File: config.mk
export PLATFORM = sky130hd
export DESIGN_NAME = remote_drive_packet_parser
export DESIGN_NICKNAME = d
export VERILOG_FILES = /design/src/rtl/rdpp_pkg.sv /design/src/rtl/rdpp_front.sv /design/src/rtl/rdpp_queue.sv /design/src/rtl/rdpp_back.sv /design/src/rtl/remote_drive_packet_parser.sv
export SDC_FILE = /design/constraint.sdc
export NUM_CORES = 1
export LEC_CHECK = 0
export ABC_CLOCK_PERIOD_IN_PS = 11950
export BUFFER_PORTS_ARGS = -buffer_cell sky130_fd_sc_hd__buf_2
export CAP_MARGIN = 20
export CORE_MARGIN = 2
export CORE_UTILIZATION = 55
export DETAILED_ROUTE_END_ITERATION = 16
export PLACE_DENSITY = 0.81
export SKIP_CTS_REPAIR_TIMING = 1
export SLEW_MARGIN = 15
export SYNTH_ARGS = -nofsm -noshare
export SYNTH_HDL_FRONTEND = slang
export SYNTH_SLANG_ARGS = --single-unit
File: constraint.sdc
create_clock -name aclk -period 11.95 [get_ports aclk]
set_clock_uncertainty 0.2 [all_clocks]
set_input_delay 1.7925 -clock aclk [delete_from_list [all_inputs] [get_ports aclk]]
set_output_delay 1.7925 -clock aclk [all_outputs]
set_load 0.05 [all_outputs]
File: src/rtl/rdpp_pkg.sv
// rdpp_pkg: shared types, codes and per-section tables for the remote-drive packet parser
// used by rdpp_front, rdpp_queue, rdpp_back and remote_drive_packet_parser
`default_nettype none

package rdpp_pkg;

    localparam int QDEPTH = 4;
    localparam int QPTR_W = $clog2(QDEPTH);
    localparam int QCNT_W = $clog2(QDEPTH + 1);
    localparam logic [QCNT_W-1:0] QDEPTH_CNT = QDEPTH[QCNT_W-1:0];
    localparam logic [QPTR_W-1:0] QPTR_LAST = QPTR_W'(QDEPTH - 1);
    localparam logic [QPTR_W-1:0] QPTR_ONE = QPTR_W'(1);
    localparam logic [QCNT_W-1:0] QCNT_ONE = QCNT_W'(1);

    localparam int SEC_BYTES = 16;

    localparam logic [2:0] ST_OK      = 3'd0;
    localparam logic [2:0] ST_SHORT   = 3'd1;
    localparam logic [2:0] ST_VERSION = 3'd2;
    localparam logic [2:0] ST_BAD_ID  = 3'd3;
    localparam logic [2:0] ST_BAD_LEN = 3'd4;

    localparam logic [2:0] NUM_SECTIONS = 3'd4;

    localparam logic [1:0] SEC_HEADER = 2'd0;
    localparam logic [1:0] SEC_DRIVE  = 2'd1;
    localparam logic [1:0] SEC_STEER  = 2'd2;
    localparam logic [1:0] SEC_LAMP   = 2'd3;

    localparam logic [4:0] FID_HEADER = 5'd0;
    localparam logic [4:0] FID_DRIVE  = 5'd3;
    localparam logic [4:0] FID_STEER  = 5'd13;
    localparam logic [4:0] FID_LAMP   = 5'd19;
    localparam logic [4:0] FID_TURN   = 5'd27;

    typedef logic [7:0] byte_t;

    typedef struct packed {
        logic                        commit;
        logic [1:0]                  sec;
        byte_t [SEC_BYTES-1:0]       bytes;
        logic                        eod;
        logic [2:0]                  status;
    } job_t;

    function automatic logic [3:0] sec_last_idx(input logic [1:0] sec);
        logic [3:0] r;
        unique case (sec)
            SEC_HEADER: r = 4'd7;
            SEC_DRIVE:  r = 4'd15;
            SEC_STEER:  r = 4'd10;
            SEC_LAMP:   r = 4'd10;
            default:    r = 4'd0;
        endcase
        return r;
    endfunction

    function automatic logic [7:0] sec_msg_id(input logic [1:0] sec);
        logic [7:0] r;
        unique case (sec)
            SEC_DRIVE: r = 8'd14;
            SEC_STEER: r = 8'd15;
            SEC_LAMP:  r = 8'd16;
            default:   r = 8'd0;
        endcase
        return r;
    endfunction

    function automatic logic [15:0] sec_msg_len(input logic [1:0] sec);
        logic [15:0] r;
        unique case (sec)
            SEC_DRIVE: r = 16'd13;
            SEC_STEER: r = 16'd8;
            SEC_LAMP:  r = 16'd8;
            default:   r = 16'd0;
        endcase
        return r;
    endfunction

    function automatic logic [3:0] sec_field_count(input logic [1:0] sec);
        logic [3:0] r;
        unique case (sec)
            SEC_HEADER: r = 4'd3;
            SEC_DRIVE:  r = 4'd10;
            SEC_STEER:  r = 4'd6;
            SEC_LAMP:   r = 4'd9;
            default:    r = 4'd0;
        endcase
        return r;
    endfunction

    function automatic logic [4:0] sec_field_base(input logic [1:0] sec);
        logic [4:0] r;
        unique case (sec)
            SEC_HEADER: r = FID_HEADER;
            SEC_DRIVE:  r = FID_DRIVE;
            SEC_STEER:  r = FID_STEER;
            SEC_LAMP:   r = FID_LAMP;
            default:    r = FID_HEADER;
        endcase
        return r;
    endfunction

endpackage

`default_nettype wire

File: src/rtl/rdpp_front.sv
// rdpp_front: byte intake, section buffering, header checks and job generation
// depends on rdpp_pkg
`default_nettype none

module rdpp_front (
    input  wire logic              aclk,
    input  wire logic              aresetn,
    input  wire logic              s_tvalid,
    output logic                   s_tready,
    input  wire logic [7:0]        s_tdata,     // [7:0] data_byte
    input  wire logic              s_tlast,
    input  wire logic              cfg_valid,
    output logic                   cfg_ready,
    input  wire logic [7:0]        cfg_data,
    input  wire logic              q_full_i,
    output logic                   push_o,
    output rdpp_pkg::job_t         job_o
);

    logic [3:0]  idx_reg, idx_next;
    logic [2:0]  done_reg, done_next;
    logic [2:0]  err_reg, err_next;
    logic [7:0]  version_reg;
    rdpp_pkg::byte_t [rdpp_pkg::SEC_BYTES-1:0] buf_reg;
    rdpp_pkg::byte_t [rdpp_pkg::SEC_BYTES-1:0] view;

    logic        accept;
    logic        active;
    logic [1:0]  sec;
    logic        sec_end;
    logic        sec_ok;
    logic [2:0]  err_sec;
    logic [2:0]  post_err;
    logic [2:0]  post_done;
    logic [2:0]  status;

    assign s_tready  = !q_full_i;
    assign cfg_ready = 1'b1;
    assign accept    = s_tvalid && s_tready;
    assign sec       = done_reg[1:0];
    assign active    = (err_reg == rdpp_pkg::ST_OK) && (done_reg < rdpp_pkg::NUM_SECTIONS);

    // buffer contents including the byte now on the bus
    always_comb begin
        view = buf_reg;
        view[idx_reg] = s_tdata;
    end

    always_comb begin
        err_sec = rdpp_pkg::ST_OK;
        if (sec == rdpp_pkg::SEC_HEADER) begin
            if (view[0] != version_reg) err_sec = rdpp_pkg::ST_VERSION;
        end else if (view[0] != rdpp_pkg::sec_msg_id(sec)) begin
            err_sec = rdpp_pkg::ST_BAD_ID;
        end else if ({view[1], view[2]} != rdpp_pkg::sec_msg_len(sec)) begin
            err_sec = rdpp_pkg::ST_BAD_LEN;
        end
    end

    assign sec_end   = active && (idx_reg == rdpp_pkg::sec_last_idx(sec));
    assign sec_ok    = sec_end && (err_sec == rdpp_pkg::ST_OK);
    assign post_err  = (sec_end && !sec_ok) ? err_sec : err_reg;
    assign post_done = sec_ok ? done_reg + 3'd1 : done_reg;

    always_comb begin
        if (post_err != rdpp_pkg::ST_OK) begin
            status = post_err;
        end else if (post_done < rdpp_pkg::NUM_SECTIONS) begin
            status = rdpp_pkg::ST_SHORT;
        end else begin
            status = rdpp_pkg::ST_OK;
        end
    end

    always_comb begin
        idx_next  = idx_reg;
        done_next = done_reg;
        err_next  = err_reg;
        if (accept) begin
            if (active) begin
                idx_next = sec_end ? 4'd0 : idx_reg + 4'd1;
            end
            if (sec_end) begin
                done_next = post_done;
                err_next  = post_err;
            end
            if (s_tlast) begin
                idx_next  = 4'd0;
                done_next = 3'd0;
                err_next  = rdpp_pkg::ST_OK;
            end
        end
    end

    assign push_o        = accept && (sec_ok || s_tlast);
    assign job_o.commit  = sec_ok;
    assign job_o.sec     = sec;
    assign job_o.bytes   = view;
    assign job_o.eod     = s_tlast;
    assign job_o.status  = status;

    always_ff @(posedge aclk) begin
        if (!aresetn) begin
            idx_reg     <= 4'd0;
            done_reg    <= 3'd0;
            err_reg     <= rdpp_pkg::ST_OK;
            version_reg <= 8'd1;
        end else begin
            idx_reg  <= idx_next;
            done_reg <= done_next;
            err_reg  <= err_next;
            if (cfg_valid && cfg_ready) begin
                version_reg <= cfg_data;
            end
        end
    end

    always_ff @(posedge aclk) begin
        if (accept && active) begin
            buf_reg[idx_reg] <= s_tdata;
        end
    end

    // end of datagram restarts the parse
    a_eod_restart: assert property (@(posedge aclk) disable iff (!aresetn)
        (accept && s_tlast) |=> (idx_reg == 4'd0 && done_reg == 3'd0
                                 && err_reg == rdpp_pkg::ST_OK))
        else $error("parse state not cleared after end of datagram");

endmodule

`default_nettype wire

File: src/rtl/rdpp_queue.sv
// rdpp_queue: short job queue between the front and back parts
// depends on rdpp_pkg
`default_nettype none

module rdpp_queue (
    input  wire logic              aclk,
    input  wire logic              aresetn,
    input  wire logic              push_i,
    input  wire rdpp_pkg::job_t    job_i,
    output logic                   full_o,
    input  wire logic              pop_i,
    output logic                   valid_o,
    output rdpp_pkg::job_t         head_o
);

    rdpp_pkg::job_t                  mem_reg [rdpp_pkg::QDEPTH];
    logic [rdpp_pkg::QPTR_W-1:0]     wr_ptr_reg, wr_ptr_next;
    logic [rdpp_pkg::QPTR_W-1:0]     rd_ptr_reg, rd_ptr_next;
    logic [rdpp_pkg::QCNT_W-1:0]     count_reg, count_next;
    logic                            do_push;
    logic                            do_pop;

    assign full_o  = (count_reg == rdpp_pkg::QDEPTH_CNT);
    assign valid_o = (count_reg != '0);
    assign head_o  = mem_reg[rd_ptr_reg];
    assign do_push = push_i && !full_o;
    assign do_pop  = pop_i && valid_o;

    always_comb begin
        wr_ptr_next = wr_ptr_reg;
        rd_ptr_next = rd_ptr_reg;
        count_next  = count_reg;
        if (do_push) begin
            wr_ptr_next = (wr_ptr_reg == rdpp_pkg::QPTR_LAST) ? '0
                                                               : wr_ptr_reg + rdpp_pkg::QPTR_ONE;
        end
        if (do_pop) begin
            rd_ptr_next = (rd_ptr_reg == rdpp_pkg::QPTR_LAST) ? '0
                                                               : rd_ptr_reg + rdpp_pkg::QPTR_ONE;
        end
        if (do_push && !do_pop) begin
            count_next = count_reg + rdpp_pkg::QCNT_ONE;
        end else if (do_pop && !do_push) begin
            count_next = count_reg - rdpp_pkg::QCNT_ONE;
        end
    end

    always_ff @(posedge aclk) begin
        if (!aresetn) begin
            wr_ptr_reg <= '0;
            rd_ptr_reg <= '0;
            count_reg  <= '0;
        end else begin
            wr_ptr_reg <= wr_ptr_next;
            rd_ptr_reg <= rd_ptr_next;
            count_reg  <= count_next;
        end
    end

    always_ff @(posedge aclk) begin
        if (do_push) begin
            mem_reg[wr_ptr_reg] <= job_i;
        end
    end

    a_no_overflow: assert property (@(posedge aclk) disable iff (!aresetn)
        push_i |-> !full_o)
        else $error("job pushed into full queue");

    a_count_bound: assert property (@(posedge aclk) disable iff (!aresetn)
        count_reg <= rdpp_pkg::QDEPTH_CNT)
        else $error("queue count out of range");

endmodule

`default_nettype wire

File: src/rtl/rdpp_back.sv
// rdpp_back: expands queued jobs into field and status results, one per cycle unless m_tready stalls
// depends on rdpp_pkg
`default_nettype none

module rdpp_back (
    input  wire logic              aclk,
    input  wire logic              aresetn,
    input  wire logic              q_valid_i,
    input  wire rdpp_pkg::job_t    head_i,
    output logic                   pop_o,
    output logic                   m_tvalid,
    input  wire logic              m_tready,
    output logic [31:0]            m_tdata,     // [4:0] field_id, [24:5] field_value,
                                                // [27:25] parse_status, [31:28] zero
    output logic                   m_tuser,     // [0] is_status
    output logic                   m_tlast
);

    localparam logic [19:0] PCT_MAX      = 20'd100;
    localparam logic [7:0]  GEAR_MAX     = 8'd3;
    localparam logic [19:0] GEAR_UNKNOWN = 20'd4;
    // ceil(2^20 / 9), exact for magnitudes up to 2^15
    localparam logic [33:0] RECIP9       = 34'd116509;
    localparam logic [18:0] ANGLE_WHOLE  = 19'd11;

    logic [3:0]   cnt_reg, cnt_next;
    logic         m_tvalid_reg, m_tvalid_next;
    logic [31:0]  m_tdata_reg, m_tdata_next;
    logic         m_tuser_reg, m_tuser_next;
    logic         m_tlast_reg, m_tlast_next;

    logic [3:0]   nfields;
    logic         is_field;
    logic         job_last;
    logic [4:0]   fid;
    logic         adv;
    logic         take;
    logic [19:0]  val;

    rdpp_pkg::byte_t [rdpp_pkg::SEC_BYTES-1:0] b;
    logic [15:0]  raw;
    logic [16:0]  raw_ext;
    logic [16:0]  mag;
    logic [33:0]  prod;
    logic [18:0]  amag;
    logic [19:0]  angle;

    function automatic logic [19:0] zx8(input logic [7:0] x);
        return {12'd0, x};
    endfunction

    function automatic logic [19:0] be16(input logic [7:0] hi, input logic [7:0] lo);
        return {4'd0, hi, lo};
    endfunction

    function automatic logic [19:0] clamp_pct(input logic [19:0] x);
        return (x > PCT_MAX) ? PCT_MAX : x;
    endfunction

    function automatic logic [19:0] flag(input logic [7:0] x);
        return (x != 8'd0) ? 20'd1 : 20'd0;
    endfunction

    assign b        = head_i.bytes;
    assign nfields  = rdpp_pkg::sec_field_count(head_i.sec);
    assign is_field = head_i.commit && (cnt_reg < nfields);
    assign fid      = rdpp_pkg::sec_field_base(head_i.sec) + {1'b0, cnt_reg};
    assign job_last = is_field ? ((cnt_reg == nfields - 4'd1) && !head_i.eod) : 1'b1;

    // steer angle: raw*100/9 toward zero = sign * (11*|raw| + |raw|/9)
    assign raw     = {b[3], b[4]};
    assign raw_ext = {raw[15], raw};
    assign mag     = raw[15] ? (17'd0 - raw_ext) : raw_ext;
    assign prod    = {17'd0, mag} * RECIP9;
    assign amag    = {2'd0, mag} * ANGLE_WHOLE + {5'd0, prod[33:20]};
    assign angle   = raw[15] ? (20'd0 - {1'b0, amag}) : {1'b0, amag};

    always_comb begin
        val = 20'd0;
        unique case (fid)
            rdpp_pkg::FID_HEADER:           val = zx8(b[1]);
            rdpp_pkg::FID_HEADER + 5'd1:    val = zx8(b[2]);
            rdpp_pkg::FID_HEADER + 5'd2:    val = zx8(b[3]);
            rdpp_pkg::FID_DRIVE:            val = zx8(b[3]);
            rdpp_pkg::FID_DRIVE + 5'd1:     val = (b[4] <= GEAR_MAX) ? zx8(b[4]) : GEAR_UNKNOWN;
            rdpp_pkg::FID_DRIVE + 5'd2:     val = clamp_pct(be16(b[5], b[6]));
            rdpp_pkg::FID_DRIVE + 5'd3:     val = be16(b[7], b[8]);
            rdpp_pkg::FID_DRIVE + 5'd4:     val = zx8(b[9]);
            rdpp_pkg::FID_DRIVE + 5'd5:     val = zx8(b[10]);
            rdpp_pkg::FID_DRIVE + 5'd6:     val = clamp_pct(be16(b[11], b[12]));
            rdpp_pkg::FID_DRIVE + 5'd7:     val = zx8(b[13]);
            rdpp_pkg::FID_DRIVE + 5'd8:     val = zx8(b[14]);
            rdpp_pkg::FID_DRIVE + 5'd9:     val = zx8(b[15]);
            rdpp_pkg::FID_STEER:            val = angle;
            rdpp_pkg::FID_STEER + 5'd1:     val = zx8(b[5]);
            rdpp_pkg::FID_STEER + 5'd2:     val = zx8(b[6]);
            rdpp_pkg::FID_STEER + 5'd3:     val = zx8(b[7]);
            rdpp_pkg::FID_STEER + 5'd4:     val = zx8(b[8]);
            rdpp_pkg::FID_STEER + 5'd5:     val = be16(b[9], b[10]);
            rdpp_pkg::FID_LAMP:             val = flag(b[3]);
            rdpp_pkg::FID_LAMP + 5'd1:      val = flag(b[4]);
            rdpp_pkg::FID_LAMP + 5'd2:      val = flag(b[5]);
            rdpp_pkg::FID_LAMP + 5'd3:      val = flag(b[6]);
            rdpp_pkg::FID_LAMP + 5'd4:      val = flag(b[7]);
            rdpp_pkg::FID_LAMP + 5'd5:      val = flag(b[8]);
            rdpp_pkg::FID_LAMP + 5'd6:      val = flag(b[9]);
            rdpp_pkg::FID_LAMP + 5'd7:      val = flag(b[10]);
            rdpp_pkg::FID_TURN:             val = (b[4] != 8'd0) ? 20'd1 :
                                                  ((b[5] != 8'd0) ? 20'd2 : 20'd0);
            default:                        val = 20'd0;
        endcase
    end

    assign adv   = !m_tvalid_reg || m_tready;
    assign take  = adv && q_valid_i;
    assign pop_o = take && job_last;

    always_comb begin
        m_tvalid_next = m_tvalid_reg;
        m_tdata_next  = m_tdata_reg;
        m_tuser_next  = m_tuser_reg;
        m_tlast_next  = m_tlast_reg;
        cnt_next      = cnt_reg;
        if (adv) begin
            m_tvalid_next = q_valid_i;
        end
        if (take) begin
            m_tlast_next = job_last;
            cnt_next     = job_last ? 4'd0 : cnt_reg + 4'd1;
            if (is_field) begin
                m_tuser_next = 1'b0;
                m_tdata_next = {4'd0, rdpp_pkg::ST_OK, val, fid};
            end else begin
                m_tuser_next = 1'b1;
                m_tdata_next = {4'd0, head_i.status, 20'd0, 5'd0};
            end
        end
    end

    always_ff @(posedge aclk) begin
        if (!aresetn) begin
            m_tvalid_reg <= 1'b0;
            cnt_reg      <= 4'd0;
        end else begin
            m_tvalid_reg <= m_tvalid_next;
            cnt_reg      <= cnt_next;
        end
    end

    always_ff @(posedge aclk) begin
        m_tdata_reg <= m_tdata_next;
        m_tuser_reg <= m_tuser_next;
        m_tlast_reg <= m_tlast_next;
    end

    assign m_tvalid = m_tvalid_reg;
    assign m_tdata  = m_tdata_reg;
    assign m_tuser  = m_tuser_reg;
    assign m_tlast  = m_tlast_reg;

    a_status_last: assert property (@(posedge aclk) disable iff (!aresetn)
        (m_tvalid_reg && m_tuser_reg) |-> m_tlast_reg)
        else $error("status result not marked last");

    a_cnt_advance: assert property (@(posedge aclk) disable iff (!aresetn)
        (take && !job_last) |=> (cnt_reg != 4'd0))
        else $error("field counter lost its place");

endmodule

`default_nettype wire

File: src/rtl/remote_drive_packet_parser.sv
// remote_drive_packet_parser: top level of the remote-drive datagram parser
// depends on rdpp_pkg, rdpp_front, rdpp_queue, rdpp_back
//
// Usage:
//   s_ channel: one datagram byte per beat in s_tdata[7:0], s_tlast on the final byte.
//   m_ channel: one decoded field or status per beat; m_tuser high marks the status,
//     m_tlast marks the last result caused by one input byte.
//   cfg_ channel: writes the expected protocol version byte (reset value 1); always ready.
// Throughput: one byte per cycle while the job queue is not full. A byte that completes
//   a valid section, or ends the datagram, queues a job; the back part emits one result
//   per cycle from the head job unless m_tready stalls, so a drive section gives 10 results,
//   steer 6, lamp 9, header 3, plus 1 for a status. A taken byte's job is written into the
//   job queue, then its first result is loaded from the queue head into the output register.
// s_tready drops only while the 4-entry job queue is full; a stall on m_tready holds
//   the output register and backs up into the queue.
// Reset (aresetn low, synchronous) empties the queue, clears the output valid and the
//   parse position, and restores the protocol version to 1.
`default_nettype none

module remote_drive_packet_parser (
    input  wire logic         aclk,
    input  wire logic         aresetn,
    input  wire logic         s_tvalid,
    output logic              s_tready,
    input  wire logic [7:0]   s_tdata,     // [7:0] data_byte
    input  wire logic         s_tlast,
    output logic              m_tvalid,
    input  wire logic         m_tready,
    output logic [31:0]       m_tdata,     // [4:0] field_id, [24:5] field_value,
                                           // [27:25] parse_status, [31:28] zero
    output logic              m_tuser,     // [0] is_status
    output logic              m_tlast,
    input  wire logic         cfg_valid,
    output logic              cfg_ready,
    input  wire logic [7:0]   cfg_data
);

    logic            push;
    logic            q_full;
    logic            q_valid;
    logic            pop;
    rdpp_pkg::job_t  job;
    rdpp_pkg::job_t  head;

    rdpp_front u_front (
        .aclk      (aclk),
        .aresetn   (aresetn),
        .s_tvalid  (s_tvalid),
        .s_tready  (s_tready),
        .s_tdata   (s_tdata),
        .s_tlast   (s_tlast),
        .cfg_valid (cfg_valid),
        .cfg_ready (cfg_ready),
        .cfg_data  (cfg_data),
        .q_full_i  (q_full),
        .push_o    (push),
        .job_o     (job)
    );

    rdpp_queue u_queue (
        .aclk    (aclk),
        .aresetn (aresetn),
        .push_i  (push),
        .job_i   (job),
        .full_o  (q_full),
        .pop_i   (pop),
        .valid_o (q_valid),
        .head_o  (head)
    );

    rdpp_back u_back (
        .aclk      (aclk),
        .aresetn   (aresetn),
        .q_valid_i (q_valid),
        .head_i    (head),
        .pop_o     (pop),
        .m_tvalid  (m_tvalid),
        .m_tready  (m_tready),
        .m_tdata   (m_tdata),
        .m_tuser   (m_tuser),
        .m_tlast   (m_tlast)
    );

endmodule

`default_nettype wire
==> flow_summary_export.csv, run 1 <==
group,metric,value,unit
floorplan,num_rows,92,
yosys,yosys_warnings,0,
yosys,syn_area_per_cell,15.3,µm²
yosys,seq_area_frac_synth,58.6,%
timing,endpoint_type,"sequential cell input",
global_route,grt_pass1_wl,128000,µm
clocking,clock_sinks,698,
clocking,numCtsBuffers,72,
global_route,grt_usage,25.8,%
placed_design,dpl.hpwl,57100,µm
placed_design,io_buffer_count,53,
floorplan,die_h,257,µm
yosys,synthCells,2295,
yosys,ys_ff_latch,698,
clocking,clockRootBuffer,"clkbuf_16",
global_route,grt_pass1_vias,20865,
clocking,htree_levels,3,
floorplan,start_util,55.7,%
placed_design,routabilityCongestion,0.974,
yosys,synth-edff-count,666,
yosys,syn-cell-area,35200,µm²
yosys,synth_cell_types,87,
outcome,lastStage,"5_2_route",
outcome,status,"aborted with a tool error",
outcome,toolErrorMsg,"Error: _1219_ 4 pin not visited #guides = 53",
yosys,postSynth.topFlopCell,"edfxtp_1",
floorplan,pin_count,59,
yosys,synthArstFlopShare,0,%
global_route,overflow,0,
global_route,antenna_found_initial,1,
timing,crit_endpoint,"u_back.m_tdata[23]$_SDFFCE_PN0P_/D",
floorplan,die_x,257,µm
global_route,grt_max_degree,68,
clocking,clockBufferDepth,3,
[cell usage after synthesis, drive strengths merged, types with 9 or more instances]
cell type	n	area, µm²
o21bai	9	71.3
xnor2	46	403
and3	11	68.8
nand4	18	113
nand2	92	348
a22oi	18	135
nor2b	20	125
o21a	9	67.6
nor3	28	140
nor4	23	156
nor2	63	236
ha	211	2640
fa	94	1880
xor2	49	429
mux2	129	1460
dfxtp	32	641
a31oi	15	93.8
a21o	11	82.6
nand2b	9	56.3
o31ai	12	95.1
inv	246	923
a211oi	12	105
edfxtp	666	20000
a21oi	44	220
and2	22	138
o21ai	46	234
mux2i	32	320
a21boi	9	67.6
nand3	31	155
mux4	113	2540
clkbuf	38	143
buf	35	219
[cell families after synthesis]
| group | after synthesis | share of synthesized area [%] |
|---|---|---|
| buf+inv | 319 | 3.65 |
| xor+xnor | 95 | 2.36 |
| compound gates | 246 | 4.97 |
| simple gates | 356 | 5.25 |
| fa+ha+maj | 305 | 12.8 |
| flops | 698 | 58.6 |
| mux | 274 | 12.3 |
| other cells | 2 | 0.0213 |
[through the flow]
stage	instance area [µm²]	utilization [%]	std cells	hold slack, ns	setup WS [ns]
after floorplan	35300	-	2307	0.264	1.07
after global placement	36600	57.9	3174	0.286	0.508
after detailed placement	36600	57.9	3174	0.294	0.323
after CTS	38800	61.4	3302	0.311	0.210
after global routing	38900	61.6	3312	0.330	0.0421
[metal layers]
metal and global-route usage, %:
met1 35.8, met2 40.3, met3 5.29, met4 10.7, met5 0
==> run 2: changes to the inputs <==
Settings changed: CORE_UTILIZATION 55 to 40, PLACE_DENSITY 0.81 to default, PLACE_DENSITY_LB_ADDON from default to 0.15.
==> run 2 against run 1 <==
The flow now finishes without violations. Synthesized cell count is the same. Global-route usage decreased by 5.4 points. Synthesized area unchanged.
==> flow_summary_export.csv, run 2 <==
group,metric,value,unit
outcome,status,"finished, final reports clean",
finish,drive_gt1_share,19.7,%
setup_path,crit_fanout,8,
timing,maxSlewHeadroom,31.5,%
route,wl_per_cell,25.1,µm
timing,finalHoldViolCount,0,
finish,area_growth,12.2,%
timing,timing.fmax,0.0885,GHz
setup_path,critPathCapture,"u_back.m_tdata[23]",
route,dr.pass1.iters,8,
setup_path,rr_endpoint,"u_back.m_tdata[23]",
route,vias,19958,
floorplan,coreArea,87000,µm²
yosys,seq_area_frac_synth,58.6,%
timing,drv_slew,0,
yosys,syn_area_per_cell,15.3,µm²
setup_path,worstRegToRegCells,40,
yosys,yosysTopAreaCellShare,56.8,%
setup_path,regToRegSetupSlack,0.64,ns
floorplan,die_h,301,µm
yosys,yosysMostFrequentCell,"edfxtp_1",
clocking,insertion_delay,0.63,ns
yosys,synthTopCellsByArea,"edfxtp_1, ha_1, mux4_2",
floorplan,pin_count,59,
clocking,clockBufferDepth,3,
setup_path,critPathKind,"register to register",
placed_design,dpl_cell_area,37000,µm²
finish,design_area,39500,µm²
floorplan,start_util,40.5,%
hold_path,worstHoldPathType,"register to register",
clocking,clockRootBuffer,"clkbuf_16",
route,wirelength,91100,µm
setup_path,crit_buf_inv,7,
clocking,clock_sinks,698,
floorplan,die_x,301,µm
timing,fin_crit,11.31,ns
floorplan,die_area,90400,µm²
yosys,synth_cell_types,87,
route,ant_nets,0,
clocking,cts_tree,"built",
finish,fin_nets,2740,
clocking,numCtsBuffers,77,
global_route,grt_pass1_vias,20710,
global_route,grt_usage,20.4,%
yosys,synthArstFlopShare,0,%
yosys,synthCells,2295,
placed_design,dpl.hpwl,62400,µm
floorplan,num_rows,108,
yosys,ys_ff_latch,698,
timing,worst_pin_slew,1.03,ns
timing,rsz0062_at_grt,"no",
finish,postLayoutCoreUtil,45.4,%
setup_path,cp_slowest_cell,"mux4_2",
global_route,grt_max_degree,60,
finish,final-seq-area,20600,µm²
route,post_drt_via_cell_ratio,5.49,
finish,largest_reg_flops,508,
yosys,synthTopCellsByCount,"edfxtp_1, inv_1, ha_1, mux2_2, mux4_2",
placed_design,routabilityCongestion,0.872,
setup_path,crit_family,"compound AO/OA/AOI/OAI gates",
yosys,syn-cell-area,35200,µm²
setup_path,path_common_cell,"inv_1",
timing,fin_crit_sh,94.6,%
route,drc,0,
global_route,overflow,0,
timing,finalSetupViolCount,0,
finish,multi_input_area,13400,µm²
hold_path,hold_depth,2,
timing,tns,0,ns
placed_design,io_buffer_count,53,
finish,final_cell_mix,"edfxtp_1, inv_1, ha_1",
setup_path,slowest_delay,0.58,ns
yosys,yosys.area.top_type,"edfxtp_1",
global_route,grt_pass1_wl,135000,µm
timing,fin_ws,0.645,ns
yosys,synth-edff-count,666,
setup_path,cp.arrival,11.46,ns
finish,fillerInstances,7694,
route,drt_iter0_drc,1842,
yosys,postSynth.topFlopCell,"edfxtp_1",
finish,final_common_cell,"edfxtp_1",
setup_path,critPathLaunchType,"register",
yosys,yosys_warnings,0,
clocking,htree_levels,3,
setup_path,cp.required,12.10,ns
global_route,antenna_found_initial,5,
setup_path,crit_cells,40,
placed_design,dp_slack,0.371,ns
clocking,clk_pin_slew,0.06,ns
run,drv_cap,0,
setup_path,crit_path_end_kind,"register",
run 2: cell counts after synthesis:
No cell type changed its count.
run 2: kinds of logic (layout without fill, tap and decap cells):
logic type / count (synthesis) / after routing / share of synthesized area, %
other: 2 / 15 / 0.0213
and+or+nand+nor: 356 / 356 / 5.25
muxes: 274 / 274 / 12.3
xor gates and xnor gates: 95 / 95 / 2.36
buffers and inverters: 319 / 489 / 3.65
AOI/OAI and AO/OA: 246 / 246 / 4.97
adders and majority gates: 305 / 305 / 12.8
DFF: 698 / 698 / 58.6
run 2: worst min path at each step:
stage,start,endpoint,slack [ns]
floorplan,u_front.version_reg[0],u_front.version_reg[0],0.26
global placement,u_queue.wr_ptr_reg[0],u_queue.wr_ptr_reg[0],0.29
detailed placement,u_back.m_tvalid,u_back.m_tvalid,0.30
CTS,u_back.m_tvalid,u_back.m_tvalid,0.31
global route,u_back.m_tvalid,u_back.m_tvalid,0.35
finish,u_back.m_tvalid,u_back.m_tvalid,0.31
run 2: worst register-to-register path: cells and delay by family, from the launching register on:
| kind | cells | cell delay [ns] |
|---|---|---|
| AND/OR/NAND/NOR | 7 | 1.29 |
| multiplexers | 1 | 0.58 |
| buffers and inverters | 7 | 0.75 |
| adder cells (fa/ha/maj) | 8 | 3.19 |
| AO/OA/AOI/OAI | 14 | 3.85 |
| XOR/XNOR | 3 | 0.74 |
| flip-flops | 1 | 0.44 |
run 2: layout make-up:
cell class,count,share of cell area [%]
flip-flops and latches,698,52.3
diodes,1,0.00633
inverters,246,2.34
repair buffers,100,1.58
multi-input cells,1290,33.9
well taps,1155,3.66
clock buffers,96,5.22
clock inverters,47,1.06
run 2: layer usage:
layer  global-route usage (%)  wire [µm]
met5                        0          7
met4                     5.57       2110
met3                     3.34       5460
met2                     33.3      43100
met1                     28.4      40400
run 2: through the flow:
step / hold WS (ns) / cells
global placement: 0.289 / 3488
detailed placement: 0.303 / 3488
floorplan: 0.264 / 2307
global route: 0.350 / 3632
CTS: 0.310 / 3631
finish: 0.305 / 3633
Power of run 2 is left out: the tool's default activity adds up to more than one toggle a clock period on the data nets, which glitch-free logic cannot reach.
